$ cat config.mk
export PLATFORM = sky130hd
export DESIGN_NAME = applesingle_header_parser_core
export DESIGN_NICKNAME = d
export VERILOG_FILES = /design/src/sv/ashp_pkg.sv /design/src/sv/ashp_parser.sv /design/src/sv/ashp_result_reg.sv /design/src/sv/applesingle_header_parser_core.sv
export SDC_FILE = /design/constraint.sdc
export NUM_CORES = 1
export LEC_CHECK = 0
export BUFFER_PORTS_ARGS = -buffer_cell sky130_fd_sc_hd__buf_2
export CAP_MARGIN = 25
export CORE_MARGIN = 2
export CORE_UTILIZATION = 35
export CTS_CLUSTER_SIZE = 24
export DETAILED_ROUTE_END_ITERATION = 6
export GPL_ROUTABILITY_DRIVEN = 0
export GPL_TIMING_DRIVEN = 0
export PLACE_DENSITY = 0.58
export SLEW_MARGIN = 10
export SYNTH_ARGS = -nofsm -noshare
export SYNTH_HDL_FRONTEND = slang
export SYNTH_SLANG_ARGS = --single-unit
$ cat constraint.sdc
create_clock -name clk_i -period 9.1 [get_ports clk_i]
set_input_delay 0.455 -clock clk_i [delete_from_list [all_inputs] [get_ports clk_i]]
set_output_delay 0.455 -clock clk_i [all_outputs]
set_load 0.005 [all_outputs]
$ cat src/sv/ashp_pkg.sv
// Package for the wrapper header parser: field widths, header constants,
// phase and status codes, and the result word type. No dependencies.
`timescale 1ns / 1ps

package ashp_pkg;

  localparam int unsigned FSIZE_W = 40;
  localparam int unsigned WORD_W  = 32;
  localparam int unsigned CNT_W   = 16;
  localparam int unsigned END_W   = 33;
  localparam int unsigned POS_W   = 5;
  localparam int unsigned TEND_W  = 20;

  localparam logic [WORD_W-1:0] MAGIC_ONE   = 32'h0005_1600;
  localparam logic [WORD_W-1:0] MAGIC_TWO   = 32'h0005_1607;
  localparam logic [WORD_W-1:0] VERSION_ONE = 32'h0001_0000;
  localparam logic [WORD_W-1:0] VERSION_TWO = 32'h0002_0000;

  localparam logic [TEND_W-1:0] HDR_BYTES = 20'd26;

  // Position of the first byte, and byte positions at which a field is complete.
  localparam logic [POS_W-1:0] POS_FIRST       = 5'd0;
  localparam logic [POS_W-1:0] POS_MAGIC_LAST  = 5'd3;
  localparam logic [POS_W-1:0] POS_VER_LAST    = 5'd7;
  localparam logic [POS_W-1:0] POS_COUNT_LAST  = 5'd25;
  localparam logic [POS_W-1:0] POS_ID_LAST     = 5'd3;
  localparam logic [POS_W-1:0] POS_OFFSET_LAST = 5'd7;
  localparam logic [POS_W-1:0] POS_DESC_LAST   = 5'd11;

  typedef enum logic [1:0] {
    PH_HEADER,
    PH_DESC,
    PH_DONE,
    PH_ERROR
  } phase_e;

  typedef enum logic [2:0] {
    ST_OK          = 3'd0,
    ST_BAD_MAGIC   = 3'd1,
    ST_BAD_VERSION = 3'd2,
    ST_ZERO_COUNT  = 3'd3,
    ST_TABLE_BIG   = 3'd4,
    ST_OUT_RANGE   = 3'd5,
    ST_TOO_SHORT   = 3'd6
  } status_e;

  typedef struct packed {
    logic              valid;
    status_e           status;
    logic [WORD_W-1:0] id;
    logic [WORD_W-1:0] offset;
    logic [WORD_W-1:0] length;
    logic [CNT_W-1:0]  index;
    logic [END_W-1:0]  span_end;
    logic              last;
  } result_t;

endpackage

$ cat src/sv/ashp_parser.sv
// Header and descriptor parser: parse state registers and the checks made
// on each byte word. Depends on ashp_pkg.
`timescale 1ns / 1ps

module ashp_parser (
  input  logic                    clk_i,
  input  logic                    rst_ni,
  input  logic                    step_i,
  input  logic [7:0]              data_byte_i,
  input  logic                    first_byte_i,
  input  logic [ashp_pkg::FSIZE_W-1:0] file_size_i,
  output ashp_pkg::result_t       res_o
);
  import ashp_pkg::*;

  phase_e              phase_q, phase_d;
  logic [POS_W-1:0]    pos_q, pos_d;
  logic [WORD_W-1:0]   shift_q, shift_d;
  logic [CNT_W-1:0]    count_q, count_d;
  logic [CNT_W-1:0]    dn_q, dn_d;
  logic [WORD_W-1:0]   held_id_q, held_id_d;
  logic [WORD_W-1:0]   held_off_q, held_off_d;
  logic [END_W-1:0]    far_q, far_d;

  // A first_byte marker restarts the parse on the same byte.
  phase_e              eff_phase;
  logic [POS_W-1:0]    eff_pos;
  logic [WORD_W-1:0]   eff_shift;
  logic [CNT_W-1:0]    eff_count;
  logic [CNT_W-1:0]    eff_dn;
  logic [WORD_W-1:0]   eff_held_id;
  logic [WORD_W-1:0]   eff_held_off;
  logic [END_W-1:0]    eff_far;

  assign eff_phase    = first_byte_i ? PH_HEADER : phase_q;
  assign eff_pos      = first_byte_i ? '0 : pos_q;
  assign eff_shift    = first_byte_i ? '0 : shift_q;
  assign eff_count    = first_byte_i ? '0 : count_q;
  assign eff_dn       = first_byte_i ? '0 : dn_q;
  assign eff_held_id  = first_byte_i ? '0 : held_id_q;
  assign eff_held_off = first_byte_i ? '0 : held_off_q;
  assign eff_far      = first_byte_i ? '0 : far_q;

  logic              in_hdr, in_desc;
  logic [WORD_W-1:0] word;
  logic [CNT_W-1:0]  cnt;
  logic [TEND_W-1:0] table_end;
  logic [END_W-1:0]  ent_end;
  logic [END_W-1:0]  new_far;
  logic              short_err, magic_err, ver_err, zero_err, table_err, range_err;
  logic              hdr_end, desc_end, hdr_fail, is_final;

  assign in_hdr  = (eff_phase == PH_HEADER);
  assign in_desc = (eff_phase == PH_DESC);
  assign word    = {eff_shift[WORD_W-9:0], data_byte_i};

  // Header checks.
  assign short_err = in_hdr && (eff_pos == POS_FIRST) &&
                     (file_size_i < FSIZE_W'(HDR_BYTES));
  assign magic_err = in_hdr && (eff_pos == POS_MAGIC_LAST) &&
                     (word != MAGIC_ONE) && (word != MAGIC_TWO);
  assign ver_err   = in_hdr && (eff_pos == POS_VER_LAST) &&
                     (word != VERSION_ONE) && (word != VERSION_TWO);
  assign hdr_end   = in_hdr && (eff_pos >= POS_COUNT_LAST);
  assign cnt       = word[CNT_W-1:0];
  // Table end is 26 plus 12 times the count, built from two shifts.
  assign table_end = HDR_BYTES + {1'b0, cnt, 3'b000} + {2'b00, cnt, 2'b00};
  assign zero_err  = hdr_end && (cnt == '0);
  assign table_err = hdr_end && (cnt != '0) &&
                     (FSIZE_W'(table_end) > file_size_i);
  assign hdr_fail  = short_err || magic_err || ver_err || zero_err || table_err;

  // Descriptor checks.
  assign desc_end  = in_desc && (eff_pos >= POS_DESC_LAST);
  assign ent_end   = {1'b0, eff_held_off} + {1'b0, word};
  assign range_err = desc_end && (FSIZE_W'(ent_end) > file_size_i);
  assign new_far   = (ent_end > eff_far) ? ent_end : eff_far;
  assign is_final  = ({1'b0, eff_dn} + 17'd1) >= {1'b0, eff_count};

  // Next parse state.
  always_comb begin
    phase_d    = phase_q;
    pos_d      = pos_q;
    shift_d    = shift_q;
    count_d    = count_q;
    dn_d       = dn_q;
    held_id_d  = held_id_q;
    held_off_d = held_off_q;
    far_d      = far_q;
    if (step_i) begin
      phase_d    = eff_phase;
      pos_d      = eff_pos;
      shift_d    = eff_shift;
      count_d    = eff_count;
      dn_d       = eff_dn;
      held_id_d  = eff_held_id;
      held_off_d = eff_held_off;
      far_d      = eff_far;
      if (in_hdr || in_desc) begin
        shift_d = word;
      end
      priority if (hdr_fail || range_err) begin
        phase_d = PH_ERROR;
      end else if (hdr_end) begin
        count_d = cnt;
        dn_d    = '0;
        far_d   = END_W'(table_end);
        phase_d = PH_DESC;
        pos_d   = '0;
      end else if (in_hdr) begin
        pos_d = eff_pos + 5'd1;
      end else if (desc_end) begin
        far_d = new_far;
        pos_d = '0;
        if (is_final) begin
          phase_d = PH_DONE;
        end else begin
          dn_d = eff_dn + 16'd1;
        end
      end else if (in_desc) begin
        if (eff_pos == POS_ID_LAST) begin
          held_id_d = word;
        end else if (eff_pos == POS_OFFSET_LAST) begin
          held_off_d = word;
        end
        pos_d = eff_pos + 5'd1;
      end else begin
        phase_d = eff_phase;
      end
    end
  end

  // Result word for this byte.
  always_comb begin
    res_o          = '0;
    res_o.status   = ST_OK;
    res_o.span_end = eff_far;
    res_o.valid    = step_i && (hdr_fail || desc_end);
    priority if (short_err) begin
      res_o.status = ST_TOO_SHORT;
      res_o.last   = 1'b1;
    end else if (magic_err) begin
      res_o.status = ST_BAD_MAGIC;
      res_o.last   = 1'b1;
    end else if (ver_err) begin
      res_o.status = ST_BAD_VERSION;
      res_o.last   = 1'b1;
    end else if (zero_err) begin
      res_o.status = ST_ZERO_COUNT;
      res_o.last   = 1'b1;
    end else if (table_err) begin
      res_o.status = ST_TABLE_BIG;
      res_o.last   = 1'b1;
    end else if (desc_end) begin
      res_o.status = range_err ? ST_OUT_RANGE : ST_OK;
      res_o.id     = eff_held_id;
      res_o.offset = eff_held_off;
      res_o.length = word;
      res_o.index  = eff_dn;
      res_o.last   = range_err || is_final;
      if (!range_err) begin
        res_o.span_end = new_far;
      end
    end else begin
      res_o.last = 1'b0;
    end
  end

  always_ff @(posedge clk_i or negedge rst_ni) begin
    if (!rst_ni) begin
      phase_q    <= PH_HEADER;
      pos_q      <= '0;
      shift_q    <= '0;
      count_q    <= '0;
      dn_q       <= '0;
      held_id_q  <= '0;
      held_off_q <= '0;
      far_q      <= '0;
    end else begin
      phase_q    <= phase_d;
      pos_q      <= pos_d;
      shift_q    <= shift_d;
      count_q    <= count_d;
      dn_q       <= dn_d;
      held_id_q  <= held_id_d;
      held_off_q <= held_off_d;
      far_q      <= far_d;
    end
  end

  // Every error result closes the wrapper.
  a_err_last : assert property (@(posedge clk_i) disable iff (!rst_ni)
    res_o.valid && (res_o.status != ST_OK) |-> res_o.last)
    else $error("error result without last");

  // A finished or failed parse stays silent until a new marker.
  a_quiet_after_end : assert property (@(posedge clk_i) disable iff (!rst_ni)
    ((phase_q == PH_DONE) || (phase_q == PH_ERROR)) && !first_byte_i |-> !res_o.valid)
    else $error("result after end of parse");

  // A last result always moves the parse out of the active phases.
  a_last_ends : assert property (@(posedge clk_i) disable iff (!rst_ni)
    res_o.valid && res_o.last |=> (phase_q == PH_DONE) || (phase_q == PH_ERROR))
    else $error("parse still active after last result");

  // The byte position never runs past a header or a descriptor.
  a_pos_bound : assert property (@(posedge clk_i) disable iff (!rst_ni)
    ((phase_q == PH_HEADER) && (pos_q <= POS_COUNT_LAST)) ||
    ((phase_q == PH_DESC) && (pos_q <= POS_DESC_LAST)) ||
    (phase_q == PH_DONE) || (phase_q == PH_ERROR))
    else $error("byte position out of range");

endmodule

$ cat src/sv/ashp_result_reg.sv
// Output register for result words, with its valid flag and the advance
// signal for the stage in front. Depends on ashp_pkg.
`timescale 1ns / 1ps

module ashp_result_reg (
  input  logic              clk_i,
  input  logic              rst_ni,
  input  ashp_pkg::result_t res_i,
  input  logic              out_ready_i,
  output logic              advance_o,
  output logic              out_valid_o,
  output ashp_pkg::result_t res_o
);
  import ashp_pkg::*;

  logic    valid_q, valid_d;
  result_t data_q, data_d;

  // The register can take a new word when empty or when its word leaves.
  assign advance_o = !valid_q || out_ready_i;

  always_comb begin
    valid_d = valid_q;
    data_d  = data_q;
    if (advance_o) begin
      valid_d = res_i.valid;
      if (res_i.valid) begin
        data_d = res_i;
      end
    end
  end

  always_ff @(posedge clk_i or negedge rst_ni) begin
    if (!rst_ni) begin
      valid_q <= 1'b0;
    end else begin
      valid_q <= valid_d;
    end
  end

  always_ff @(posedge clk_i) begin
    data_q <= data_d;
  end

  assign out_valid_o = valid_q;
  assign res_o       = data_q;

  // A result offered while the register can advance is shown next cycle.
  a_load : assert property (@(posedge clk_i) disable iff (!rst_ni)
    advance_o && res_i.valid |=> out_valid_o)
    else $error("result word lost");

  // Without a new word, a taken result empties the register.
  a_drain : assert property (@(posedge clk_i) disable iff (!rst_ni)
    valid_q && out_ready_i && !res_i.valid |=> !out_valid_o)
    else $error("result word repeated");

  // A result offered while stalled must not exist: the front stage holds.
  a_no_drop : assert property (@(posedge clk_i) disable iff (!rst_ni)
    !advance_o |-> !res_i.valid)
    else $error("result offered during stall");

endmodule

$ cat src/sv/applesingle_header_parser_core.sv
// Wrapper header parser top level. A byte is held in the input register and
// checked by the parser logic; a result it yields is stored in the result
// register. Throughput: one byte per cycle; in_ready_o falls only when both
// the input register and the result register are full and out_ready_i is low.
// Reset (rst_ni, asynchronous, active low) clears file_size to zero, empties
// both registers and restarts parsing at header byte 0.
`timescale 1ns / 1ps

module applesingle_header_parser_core (
  input  logic                         clk_i,
  input  logic                         rst_ni,
  // Configuration write channel.
  input  logic                         cfg_valid_i,
  output logic                         cfg_ready_o,
  input  logic [ashp_pkg::FSIZE_W-1:0] cfg_file_size_i,
  // Input byte channel.
  input  logic                         in_valid_i,
  output logic                         in_ready_o,
  input  logic [7:0]                   data_byte_i,
  input  logic                         first_byte_i,
  // Result channel.
  output logic                         out_valid_o,
  input  logic                         out_ready_i,
  output logic [2:0]                   status_o,
  output logic [ashp_pkg::WORD_W-1:0]  entry_id_o,
  output logic [ashp_pkg::WORD_W-1:0]  entry_offset_o,
  output logic [ashp_pkg::WORD_W-1:0]  entry_length_o,
  output logic [ashp_pkg::CNT_W-1:0]   entry_index_o,
  output logic [ashp_pkg::END_W-1:0]   span_end_o,
  output logic                         last_o
);
  import ashp_pkg::*;

  logic [FSIZE_W-1:0] file_size_q;
  logic               in_valid_q, in_valid_d;
  logic [7:0]         byte_q;
  logic               first_q;
  logic               advance;
  logic               step;
  result_t            res_comb;
  result_t            res_out;

  // File size register, always writable.
  assign cfg_ready_o = 1'b1;

  always_ff @(posedge clk_i or negedge rst_ni) begin
    if (!rst_ni) begin
      file_size_q <= '0;
    end else if (cfg_valid_i && cfg_ready_o) begin
      file_size_q <= cfg_file_size_i;
    end
  end

  // Input register: holds one word while the result side stalls.
  assign step       = in_valid_q && advance;
  assign in_ready_o = !in_valid_q || advance;

  always_comb begin
    in_valid_d = in_valid_q;
    if (in_ready_o) begin
      in_valid_d = in_valid_i;
    end
  end

  always_ff @(posedge clk_i or negedge rst_ni) begin
    if (!rst_ni) begin
      in_valid_q <= 1'b0;
    end else begin
      in_valid_q <= in_valid_d;
    end
  end

  always_ff @(posedge clk_i) begin
    if (in_valid_i && in_ready_o) begin
      byte_q  <= data_byte_i;
      first_q <= first_byte_i;
    end
  end

  ashp_parser u_parser (
    .clk_i        (clk_i),
    .rst_ni       (rst_ni),
    .step_i       (step),
    .data_byte_i  (byte_q),
    .first_byte_i (first_q),
    .file_size_i  (file_size_q),
    .res_o        (res_comb)
  );

  ashp_result_reg u_result (
    .clk_i       (clk_i),
    .rst_ni      (rst_ni),
    .res_i       (res_comb),
    .out_ready_i (out_ready_i),
    .advance_o   (advance),
    .out_valid_o (out_valid_o),
    .res_o       (res_out)
  );

  // Result fields onto their ports.
  assign status_o       = res_out.status;
  assign entry_id_o     = res_out.id;
  assign entry_offset_o = res_out.offset;
  assign entry_length_o = res_out.length;
  assign entry_index_o  = res_out.index;
  assign span_end_o     = res_out.span_end;
  assign last_o         = res_out.last;

  // Input backpressure only when both registers are occupied and stalled.
  a_ready : assert property (@(posedge clk_i) disable iff (!rst_ni)
    !in_ready_o |-> in_valid_q && out_valid_o && !out_ready_i)
    else $error("input stalled without cause");

  // A held word is processed as soon as the result side frees up.
  a_held : assert property (@(posedge clk_i) disable iff (!rst_ni)
    in_valid_q && !advance |=> in_valid_q && $stable(byte_q) && $stable(first_q))
    else $error("held input word changed");

  // A parser result always comes from a processed word.
  a_step : assert property (@(posedge clk_i) disable iff (!rst_ni)
    res_comb.valid |-> step)
    else $error("result without a processed word");

endmodule

# Yosys cells after proc, flatten, opt, wreduce, memory -nomap -nowiden
# Index checks and enable logic that the tools add are counted.
# classes
addsub,6
magnitude_cmp,7
n_eq_ne,7
mux,57
bitwise,1
n_reduce_logical,36
# op_table
cell,count
32-bit two-way mux,15
33-bit two-way mux,12
148-bit two-way mux,1
16-bit two-way mux,9
32-bit by 19-bit inequality test with 1-bit output (second input constant),2
24-bit two-way mux,2
20-bit by 40-bit > comparator with 1-bit output,1
33-bit by 40-bit > comparator with 1-bit output,1
40-bit by 5-bit < comparator with 1-bit output (second input constant),1
32-bit by 32-bit adder with 33-bit output,1
33-bit > comparator,1
32-bit by 17-bit inequality test with 1-bit output (second input constant),1
32-bit by 18-bit inequality test with 1-bit output (second input constant),1
5-bit two-way mux,6
20-bit by 18-bit adder with 20-bit output,1
5-bit by 19-bit adder with 20-bit output (first input constant),1
16-bit by 1-bit adder with 17-bit output (second input constant),1
17-bit by 16-bit >= comparator with 1-bit output,1
1-bit logical AND,17
16-bit by 1-bit adder with 16-bit output (second input constant),1
16-bit logical NOT,1
16-bit nonzero test,1
3-bit two-way mux,5
2-bit two-way mux,6
15 further kinds,25
# totals
regBits,360
in_bits,54
output_inout_bits,152
word_cells,134

# Longest topological paths before layout
# Gate-level depths: netlist of the first run.
# depth
ltp_word,12
ltp_mapped,34
ltp_nobuf,27

# Cells and area by module
# A second synthesis of the first run with hierarchy kept.
# unflattened
hier_cells,2000
hier_area_um2,20784.9
# by_module_without_submodules
module,n_inst,cells_each,area_each_um2,seq_area_each_um2
ashp_parser,1,1745,14417.6,4003.8
ashp_result_reg,1,155,4539.4,4499.3
applesingle_header_parser_core,1,100,1828.0,1296.2

# Worst setup path after synthesis of the first run
# Ideal clock, no wire load.
# synth_timing
path_type,reg2reg
start,register first_q
end,"register u_result.data_q, in the netlist u_result.res_o[0], enable pin"
setup_ps,501
arrival_ps,7829
t_required_ps,8599
setup_slack_ps,770
stages_incl_launch_ff,24
synth_period_minus_slack_ps,8330
path_cell_list,edfxtp_1 buf_2 clkbuf_1 buf_1 buf_1 clkbuf_1 buf_1 nor2_1 ha_1 and2_1 o21ai_0 o211ai_1 a31o_2 a21o_1 xnor2_1 inv_1 ha_1 nand4_1 nor4_1 a2111oi_0 a211oi_1 nand2_1 nand2_1 inv_1
# synth_via
elab_chain_len,12
# synth_rtl
element,line_no,text
"start, declared",applesingle_header_parser_core.sv:37,logic first_q;
"start signal, assigned",applesingle_header_parser_core.sv:76,first_q <= first_byte_i;
branches (longest 9 deep; another with 20-bit by 40-bit > comparator with 1-bit output),-,
1-bit logical OR *,ashp_parser.sv:138,res_o.valid = step_i && (hdr_fail || desc_end);
1-bit logical AND *,ashp_parser.sv:138,
2-bit AND reduction (no line) *,-,
"end signal, assigned",ashp_result_reg.sv:42,data_q <= data_d;
"end, declared",ashp_result_reg.sv:17,"result_t data_q, data_d;"
# Mark *: on every way between the ends.
# A chain may end at the register's enable or synchronous reset.

==> results of run 1 <==
## placed cells by master (no fill, tap or decap), types with 18 or more instances in the layout
| master | Yosys | routed |
|---|---|---|
| nand4_1 | 26 | 26 |
| nand2_1 | 205 | 205 |
| and2_1 | 96 | 96 |
| clkbuf_16 | 0 | 44 |
| inv_1 | 115 | 114 |
| and3_1 | 28 | 28 |
| ha_1 | 167 | 167 |
| mux2_2 | 18 | 18 |
| nor2b_1 | 71 | 71 |
| a22o_1 | 64 | 64 |
| buf_2 | 15 | 219 |
| a22oi_1 | 47 | 47 |
| a21oi_1 | 89 | 89 |
| xnor2_1 | 40 | 38 |
| edfxtp_1 | 158 | 158 |
| mux2i_1 | 22 | 22 |
| nor2_1 | 97 | 97 |
| nor3_1 | 22 | 22 |
| nand3_1 | 40 | 40 |
| a21o_1 | 45 | 45 |
| o21ai_0 | 140 | 139 |
| dfrtp_1 | 202 | 202 |
| clkbuf_1 | 75 | 69 |
## worst max-delay path by stage
stage	startpoint	end	slack [ps]	cells past startpoint
after floorplan	first_q	u_result.res_o[0]	770	23
after global placement	first_q	u_result.res_o[30]	-3980	23
after detailed placement	first_q	u_parser.far_q[17]	-1400	31
after CTS	first_q	u_result.res_o[7]	100	31
after global routing	first_q	u_result.res_o[22]	5	29
final	first_q	u_result.res_o[4]	300	29
## worst register-to-register path: cells and delay by family, from the launching register on
kind,cells,cell delay (ps)
simple gates,11,2640
compound gates,8,2030
xor+xnor,1,180
flops,1,540
mux,1,420
fa+ha+maj,2,590
buf+inv,6,2140
## report_power, final
group          total, mW  internal [mW]  switching [mW]
logic              0.768          0.245           0.522
registers           1.82           1.75          0.0695
clock network       1.80           1.07           0.727
total               4.39           3.07            1.32
## state kept, by name (all words and copies together), names as in the netlist, 2 cells and up
signal	flops
u_parser.held_off_q	32
u_parser.count_q	16
u_parser.far_q	33
file_size_q	40
u_result.res_o	149
u_parser.phase_q	2
u_parser.held_id_q	32
u_parser.shift_q	24
byte_q	8
u_parser.pos_q	5
u_parser.dn_q	16
## timing repair
item / CTS / global route
hold endpoints to repair: 97 / 0
endpoints found under the setup margin: 257 / 93
resized for setup: 12 / 13
hold buffers: 1 / 0
setup buffers: 0 / 1
## cell type report
class	instances	share of cell area, %
tap	773	3.95
clock inverter	30	1.42
sequential	360	40.1
clock buffer	48	4.60
buffer	106	1.91
inverter	117	1.83
timing repair buffer	210	4.69
multi-input combinational	1467	41.5
## per-layer routing
layer	up-vias	part of all wire, %	GRT usage (%)	wire length [um]
met3	137	8.0	4.62	5470
li1	7943	-	-	-
met4	0	4.0	9.12	2760
met5	-	0	0	0
met2	739	44	33.5	30300
met1	8342	44	30.3	30100
## cell families after synthesis
logic type | after synthesis | share of synthesized area, %
simple gates | 649 | 15.8
compound gates | 542 | 17.6
flops | 360 | 47.1
buf+inv | 224 | 4.25
fa+ha+maj | 169 | 10.2
xor+xnor | 60 | 2.60
mux | 46 | 2.36
other cells | 1 | 0.0180
==> reports/summary.txt, run 1 <==
# diodes -> 0
Routed via count -> 17200
Avg WL per Cell -> 22.1 um
Peak VDD IR -> 0.000131 V
DRC errors left -> 0
GRT Total Usage -> 22.0%
DRT antenna net count -> 0
F_max -> 114 MHz
WHS Endpoint -> byte_q[6]
Vias per cell -> 5.52
# clock sinks -> 360
1st-pass router iterations -> 5
Crit path DAT -> 9130 ps
CTS max path bufs -> 3
Worst slew pin tran -> 1060 ps
Die W -> 248 um
Share of post-route cells with drive strength above 1 -> 15.3%
DR iter-0 viols -> 1686
Io pins -> 206
Reg area -> 0.00980 mm^2
Count leader, synth -> nand2_1
Synth async-reset ratio -> 56.1%
Cell family with most CP delay -> simple AND/OR/NAND/NOR gates
Synth Flop Type -> dfrtp_1
Worst r2r src -> first_q
Clk pin slew, worst setup/hold paths -> 70 ps
Crit-path max cell delay -> 630 ps
CTS tree -> yes
Synthesized flop and latch total -> 360
Hpwl dp -> 52400 um
Critical-path top delay cell -> or4_1
Yosys cell types -> 85
Synth area leaders -> dfrtp_1 24%, edfxtp_1 23%, ha_1 10%, nand2_1 3.7%, o21ai_0 3.4%
Area post-placement -> 0.0229 mm^2
Slew HR -> 29.0%
Cells after Synth -> 2051
Clock Tree Root -> clkbuf_16
Max_cap viols -> 0
Reg2Reg Setup Slack -> 300 ps
Multi-input gate area -> 0.0102 mm^2
Netlist Area Pre-Place -> 0.0208 mm^2
Fin. max-slew vios -> 0
Synth area leader -> dfrtp_1
Number of global-route vias before repair -> 16500
Non-filler cells, final -> 3111
H-tree Lvls -> 2
Worst hold slack -> 56.1 ps
Post-synth top area share -> 24.3%
CP Class -> reg2reg
Fillers -> 5668
Pwr Total -> 4.39 mW
Hold Crit Class -> in2reg
Clock latency on the worst-skew pair -> 580 ps
Pre-CTS setup slack -> -1400 ps
Post-synthesis sequential area ratio -> 47.1%
Nets -> 2527
Lkg Pwr -> 11.2 nW
Skew final -> 18.3 ps
Routed Wire Length -> 68600 um
Final core occ -> 41.5%
Cell area power density -> 179 mW/mm^2
Hold Path Depth -> 1
Outcome -> complete, no violations
Syn Area/Cell -> 10.1 um^2
First-pass GRT wire length -> 101000 um
Worst Path Max Fanout -> 10
RR Endpoint -> u_result.res_o[4]
Initial Utilization -> 35.3%
Critical Path RT -> 9430 ps
Worst Setup Start Kind -> flip-flop
Synth top cells by count -> 205 x nand2_1, 202 x dfrtp_1, 167 x ha_1
Post-Syn Nets -> 2274
Layout area overhead -> 17.6%
Setup-failing EPs final -> 0
R2r worst-path depth -> 29
FP Rows -> 89
Crit share post-route -> 96.7%
Setup WS post-layout -> 304 ps
Die ar. -> 0.0614 mm^2
Pin count of the biggest net entering global routing -> 115
Post-route cell area -> 0.0245 mm^2
CTS Buf Count -> 42
EDFF count, synth -> 158
Min Tclk post-route -> 8800 ps
Inst Count DP -> 3031
Grt total ovfl -> 0
Min-delay src -> data_byte_i[6]
Antenna violations before repair -> 0
Setup TNS -> 0 ps
Final hold vios -> 0
Worst setup EP type -> flip-flop
WP buf/inv -> 6
YS warnings -> 0
Die Ht -> 248 um
Core ar. -> 0.0589 mm^2
RSZ-0062 raised after global routing -> no
Port buffer count -> 203
No activity file was read; power rests on OpenSTA's default activity.
==> run 2, diff against run 1 <==
--- a/config.mk
+++ b/config.mk
@@ -13,7 +13,7 @@
 export DETAILED_ROUTE_END_ITERATION = 6
 export GPL_ROUTABILITY_DRIVEN = 0
 export GPL_TIMING_DRIVEN = 0
-export PLACE_DENSITY = 0.58
+export PLACE_DENSITY = 0.6
 export SLEW_MARGIN = 10
 export SYNTH_ARGS = -nofsm -noshare
 export SYNTH_HDL_FRONTEND = slang
==> constraint.sdc (replaced) <==
create_clock -name clk_i -period 7.7 [get_ports clk_i]
set_input_delay 0.385 -clock clk_i [delete_from_list [all_inputs] [get_ports clk_i]]
set_output_delay 0.385 -clock clk_i [all_outputs]
set_load 0.005 [all_outputs]
==> run 2 against run 1 <==
The flow now finishes with violations (DRC). Maximum frequency is 16% higher. Final cell count increased by 1.5%. Clock skew is 1.6 ps higher. Non-clock buffer count increased by 48. Register-to-register slack worse by 170 ps. Sequential share of layout area fell by 1.2 points. Utilization rose by 1.2 points. Combinational power rose by 24%. Final area is 3.0% higher. Count of clock-buffer cells in the layout fell by 1. Critical endpoint is now u_parser.far_q[25]. Largest cell class unchanged. Highest routed layer unchanged.
==> reports/summary.txt, run 2 (synthesis results as in run 1) <==
CTS Buf Count -> 42 (unchanged)
CTS max path bufs -> 3 (unchanged)
Outcome -> finished with violations
Setup-failing EPs final -> 0 (unchanged)
Clk pin slew, worst setup/hold paths -> 60 ps (about the same)
Critical-path top delay cell -> edfxtp_1
Crit-path max cell delay -> 520 ps (-110 ps)
Highest-count cells in the layout ignoring fill and taps -> 214 x buf_2, 203 x nand2_1, 202 x dfrtp_1
Die W -> 248 um (unchanged)
Final hold vios -> 0 (unchanged)
First-pass GRT wire length -> 103000 um (+1.2%)
Port buffer count -> 203 (unchanged)
Skew final -> 19.9 ps (+1.64 ps)
# diodes -> 0 (unchanged)
H-tree Lvls -> 2 (unchanged)
Antenna violations before repair -> 0 (unchanged)
Violated checks -> DRC
Pwr Total -> 5.23 mW (+19%)
CP Class -> reg2reg
Lkg Pwr -> 11.5 nW (+2.6%)
DRT antenna net count -> 0 (unchanged)
Most common cell after layout, fill and taps aside -> buf_2
Slew HR -> 23.6% (-5.4 points)
Final core occ -> 42.7% (+1.2 points)
1st-pass router iterations -> 7 (+2)
Share of post-route cells with drive strength above 1 -> 17.8% (+2.5 points)
Die ar. -> 0.0614 mm^2 (unchanged)
Fin. max-slew vios -> 0 (unchanged)
Worst Path Max Fanout -> 10 (unchanged)
Avg WL per Cell -> 22.0 um (-0.31%)
Cell area power density -> 208 mW/mm^2 (+16%)
DRC errors left -> 2 (+2)
F_max -> 132 MHz (+16%)
Peak VDD IR -> 0.000132 V (+0.13%)
Hpwl dp -> 52600 um (+0.39%)
CTS tree -> yes
Routed via count -> 17700 (+2.9%)
Busiest grt layer -> met2
Crit path DAT -> 8030 ps (-1100 ps)
FP Rows -> 89 (unchanged)
Grt total ovfl -> 0 (unchanged)
Nets -> 2575 (+1.9%)
Grt met1 use -> 30.8% (+0.52 points)
Max FFs per register -> 149 (unchanged)
Worst Setup Start Kind -> flip-flop
Min Tclk post-route -> 7570 ps (-1230 ps)
GRT Total Usage -> 22.1% (+0.077 points)
Clock Tree Root -> clkbuf_16
# clock sinks -> 360 (unchanged)
Pin count of the biggest net entering global routing -> 102 (-11%)
Vias per cell -> 5.59 (+1.3%)
Core ar. -> 0.0589 mm^2 (unchanged)
Crit share post-route -> 98.3% (+1.6 points)
Clock latency on the worst-skew pair -> 590 ps (about the same)
Worst setup EP type -> flip-flop
Die Ht -> 248 um (unchanged)
Number of global-route vias before repair -> 16800 (+1.8%)
Routed Wire Length -> 69500 um (+1.2%)
DR iter-0 viols -> 1865 (+11%)
Critical Path RT -> 8160 ps (-1270 ps)
Hold Crit Class -> in2reg
Worst slew pin tran -> 1140 ps (+80.5 ps)
Max_cap viols -> 0 (unchanged)
GRT met2 Usage -> 34.4% (+0.90 points)
Met3 Track Usage GR -> 3.33% (-1.3 points)
Layout area overhead -> 21.1%
Io pins -> 206 (unchanged)
Initial Utilization -> 35.3% (unchanged)
-- run 2: where the power goes --
| part | total [mW] | internal [mW] | leakage (nW) | switching, mW |
|---|---|---|---|---|
| registers | 2.15 | 2.07 | 4.30 | 0.0800 |
| clock network | 2.13 | 1.26 | 0.700 | 0.864 |
| logic | 0.951 | 0.313 | 6.50 | 0.638 |
| total | 5.23 | 3.65 | 11.5 | 1.58 |
-- run 2: worst paths after layout --
kind                       slack [ps]  depth (start not counted)              endpoint                start
max                               130                         30    u_parser.far_q[25]              first_q
min                                20                          3       file_size_q[14]  cfg_file_size_i[14]
max reg2reg                       130                         30    u_parser.far_q[25]              first_q
min reg2reg                       470                          1   u_parser.count_q[0]  u_parser.count_q[0]
max in group asynchronous        6290                          4    u_parser.far_q[30]               rst_ni
min in group asynchronous         180                          2  u_result.out_valid_o               rst_ni
-- run 2: cell type report --
type                    count  area (um^2)
flip-flops and latches    360         9800
plain buffers             106          547
clock inverters            31          400
well taps                 773          967
repair buffers            258         1570
multi-input cells        1467        10400
inverters                 117          445
clock buffers              47         1080
fillers                  5685        33700
-- run 2: routing by layer --
layer  share of wire, %  vias to the layer above
met3                8.0                      171
met1                 43                     8536
met2                 45                      916
li1                   -                     8036
met5                  0                        -
met4                4.3                        0
-- run 2: critical path: cells and delay by family, from the launching register on --
kind,cells,cell delay (ps)
adders and majority gates,2,660
and+or+nand+nor,10,1940
DFF,1,520
AOI/OAI and AO/OA,11,2560
buffers and inverters,6,1560
xor gates and xnor gates,1,180
-- run 2: per-stage QoR --
stage / hold WS, ps / worst slack, ps / instance area [um^2] / std cells / setup TNS [ps]
after floorplan: 89.4 / 85.9 / 20800 / 2051 / 0
after global routing: 4.49 / -50.2 / 25200 / 3159 / -369
final: 24.5 / 133 / 25200 / 3159 / 0
after detailed placement: 176 / -2630 / 23000 / 3035 / -444920
after global placement: 460 / -4180 / 22800 / 3027 / -853000
after CTS: 0.669 / 12.3 / 24800 / 3128 / 0
-- run 2: timing repair --
action / 4_1_cts / 5_1_grt
buffers inserted: 3 / 29
endpoints found under the setup margin: 258 / 169
pin swaps: 3 / 17
endpoints found under the hold margin: 114 / 0
gates resized for setup: 52 / 42
cloned: 0 / 2
hold buffers: 13 / 0
==> run 3, diff against run 2 <==
--- a/config.mk
+++ b/config.mk
@@ -8,12 +8,12 @@
 export BUFFER_PORTS_ARGS = -buffer_cell sky130_fd_sc_hd__buf_2
 export CAP_MARGIN = 25
 export CORE_MARGIN = 2
-export CORE_UTILIZATION = 35
+export CORE_UTILIZATION = 54
 export CTS_CLUSTER_SIZE = 24
 export DETAILED_ROUTE_END_ITERATION = 6
 export GPL_ROUTABILITY_DRIVEN = 0
 export GPL_TIMING_DRIVEN = 0
-export PLACE_DENSITY = 0.6
+export PLACE_DENSITY = 0.76
 export SLEW_MARGIN = 10
 export SYNTH_ARGS = -nofsm -noshare
 export SYNTH_HDL_FRONTEND = slang
==> run 3 against run 2 <==
The run now ends clean. Global-route usage rose by 8.9 points. First-iteration DRC count rose by 10%. Count of clock-buffer cells in the layout rose by 7. Power fell by 5.6%. Hold slack improved by 3.3 ps. Die area fell by 35%. Final cell count fell by 9.3%. Largest cell class unchanged.
==> reports/summary.txt, run 3 (synthesis results as in run 1) <==
Initial Utilization -> 55.0% (+20 points)
Critical Path RT -> 8150 ps (about the same)
Slew HR -> 34.7% (+11 points)
Pin count of the biggest net entering global routing -> 103 (+0.98%)
Grt met1 use -> 41.5% (+11 points)
Layout area overhead -> 16.8%
Clk pin slew, worst setup/hold paths -> 60 ps (about the same)
Comb pwr share -> 19.0% (+0.8 points)
Grt total ovfl -> 0 (unchanged)
Io pins -> 206 (unchanged)
Int Power -> 3.46 mW (-5.2%)
Peak VDD IR -> 0.000133 V (+1.5%)
Max_cap viols -> 0 (unchanged)
Setup-failing EPs final -> 0 (unchanged)
CP endpoint -> u_parser.far_q[29]
Worst Path Max Fanout -> 10 (unchanged)
Pwr Total -> 4.94 mW (-5.6%)
Most common cell after layout, fill and taps aside -> buf_2
Fillers -> 3027 (-47%)
Inst Count DP -> 2771 (-8.7%)
R2r worst-path depth -> 31 (+3.3%)
DRC errors left -> 0 (-2)
Met3 Track Usage GR -> 7.99% (+4.7 points)
RR Endpoint -> u_parser.far_q[29]
Reg2Reg Setup Slack -> 190 ps (+60 ps)
Worst Setup Start Kind -> flip-flop
GRT Total Usage -> 30.9% (+8.9 points)
Multi-input gate area -> 0.0103 mm^2 (-0.52%)
Routed via count -> 17700 (+0.41%)
Clock Power Share -> 37.5% (-3.2 points)
Busiest grt layer -> met2
WP buf/inv -> 8 (+2)
Worst setup EP type -> flip-flop
Worst slew pin tran -> 972 ps (-164 ps)
Port buffer count -> 203 (unchanged)
Highest-count cells in the layout ignoring fill and taps -> 212 x buf_2, 205 x nand2_1, 202 x dfrtp_1
Lkg Pwr -> 11.3 nW (-2.1%)
Share of post-route cells with drive strength above 1 -> 16.3% (-1.5 points)
Area post-placement -> 0.0226 mm^2 (-1.6%)
Crit path DAT -> 7960 ps (-70 ps)
1st-pass router iterations -> 7 (unchanged)
Worst Setup SP -> first_q
Crit share post-route -> 97.5% (-0.79 points)
Fin. max-slew vios -> 0 (unchanged)
Hold Crit Class -> in2reg
Cell mode on critical path -> a21o_1
CP Class -> reg2reg
Final hold vios -> 0 (unchanged)
Min Tclk post-route -> 7510 ps (-60.6 ps)
Clock latency on the worst-skew pair -> 570 ps (-20 ps)
Avg WL per Cell -> 22.1 um (+0.37%)
Skew final -> 21.9 ps (+1.97 ps)
Cell area power density -> 203 mW/mm^2 (-2.2%)
DR iter-0 viols -> 2057 (+10%)
Worst hold slack -> 27.8 ps (+3.34 ps)
Worst r2r src -> first_q
Routed Wire Length -> 63200 um (-9.0%)
# diodes -> 0 (unchanged)
Core ar. -> 0.0378 mm^2 (-36%)
Die ar. -> 0.0401 mm^2 (-35%)
Cell family with most CP delay -> compound AO/OA/AOI/OAI gates
First-pass GRT wire length -> 97100 um (-5.4%)
Max FFs per register -> 149 (unchanged)
Die Ht -> 200 um (-19%)
Clock Tree Root -> clkbuf_16
H-tree Lvls -> 2 (unchanged)
Crit-path max cell delay -> 480 ps (-40 ps)
FP Rows -> 71 (-20%)
Switching Share -> 30.0% (-0.28 points)
CTS max path bufs -> 3 (unchanged)
DRT antenna net count -> 0 (unchanged)
Post-route cell area -> 0.0243 mm^2 (-3.5%)
Levels on crit path -> 31 (+3.3%)
CTS Buf Count -> 39 (-7.1%)
Reg area -> 0.00980 mm^2 (unchanged)
# clock sinks -> 360 (unchanged)
Nets -> 2546 (-1.1%)
Critical-path top delay cell -> o41a_1
Sw power -> 1.48 mW (-6.5%)
Antenna violations before repair -> 2 (+2)
GRT met2 Usage -> 47.9% (+13 points)
Number of global-route vias before repair -> 17300 (+2.6%)
Vias per cell -> 6.19 (+11%)
Hpwl dp -> 47100 um (-10%)
Sequential share of power -> 43.6% (+2.5 points)
Non-filler cells, final -> 2865 (-9.3%)
F_max -> 133 MHz (+0.81%)
CTS tree -> yes
Outcome -> complete, no violations
Die W -> 200 um (-19%)
-- run 3: cell types whose count changed in the layout (fill, tap and decap cells not counted), sizes merged --
cell	delta
dlygate4sd3	-3
clkinv	-6
clkbuf	+8
inv	+2
clkinvlp	-5
buf	-24
bufinv	-4
-- run 3: worst register-to-register path: cells and delay by family (launching register included) --
family	cells	cell delay (ps)
flip-flops	1	380
XOR/XNOR	1	160
AND/OR/NAND/NOR	9	1770
buffers and inverters	8	1830
adder cells (fa/ha/maj)	2	650
AO/OA/AOI/OAI	11	2610
-- run 3: layout make-up --
cell class	instances	share of cell area, %
sequential	360	40.3
clock inverter	18	0.736
multi-input combinational	1467	42.4
inverter	117	1.83
timing repair buffer	233	5.52
buffer	105	2.14
tap	511	2.63
clock buffer	54	4.37
-- run 3: worst min-delay path by stage --
| stage | start | endpoint | slack, ps | cells past startpoint |
|---|---|---|---|---|
| final | cfg_file_size_i[19] | file_size_q[19] | 30 | 3 |
| after global routing | cfg_file_size_i[23] | file_size_q[23] | 30 | 3 |
| after CTS | cfg_file_size_i[32] | file_size_q[32] | 10 | 3 |
| after detailed placement | u_parser.count_q[0] | u_parser.count_q[0] | 470 | 1 |
| after global placement | u_parser.count_q[0] | u_parser.count_q[0] | 460 | 1 |
| after floorplan | rst_ni | file_size_q[0] | 90 | 0 |
-- run 3: routing by layer --
metal  wire (um)  vias up
li1            -     7962
met1       25900     8435
met2       27500     1116
met3        6880      215
met4        2920        4
met5          25        -
-- run 3: power groups by stage --
stage	Clock (mW)	Sequential (mW)	Combinational, mW
finish	1.85	2.15	0.936
global route	1.95	2.15	0.998
CTS	1.87	2.15	0.877
detailed placement	0	2.18	0.853
global placement	0	2.18	0.817
floorplan	0	2.15	0.551
-- run 3: stage by stage --
| stage | utilization (%) | setup TNS, ps | setup WS, ps |
|---|---|---|---|
| after detailed placement | 59.7 | -416910 | -2430 |
| after global routing | 64.2 | -540 | -36.0 |
| after global placement | 59.4 | -757610 | -3690 |
| final | 64.2 | 0 | 193 |
| after floorplan | - | 0 | 85.9 |
| after CTS | 63.7 | 0 | 24.4 |
-- run 3: timing repair --
item	in CTS	in global routing
hold endpoints to repair	109	0
hold buffers	10	0
setup endpoints to repair	258	144
setup buffers	4	10
pin swaps	1	14
gates resized for setup	41	37
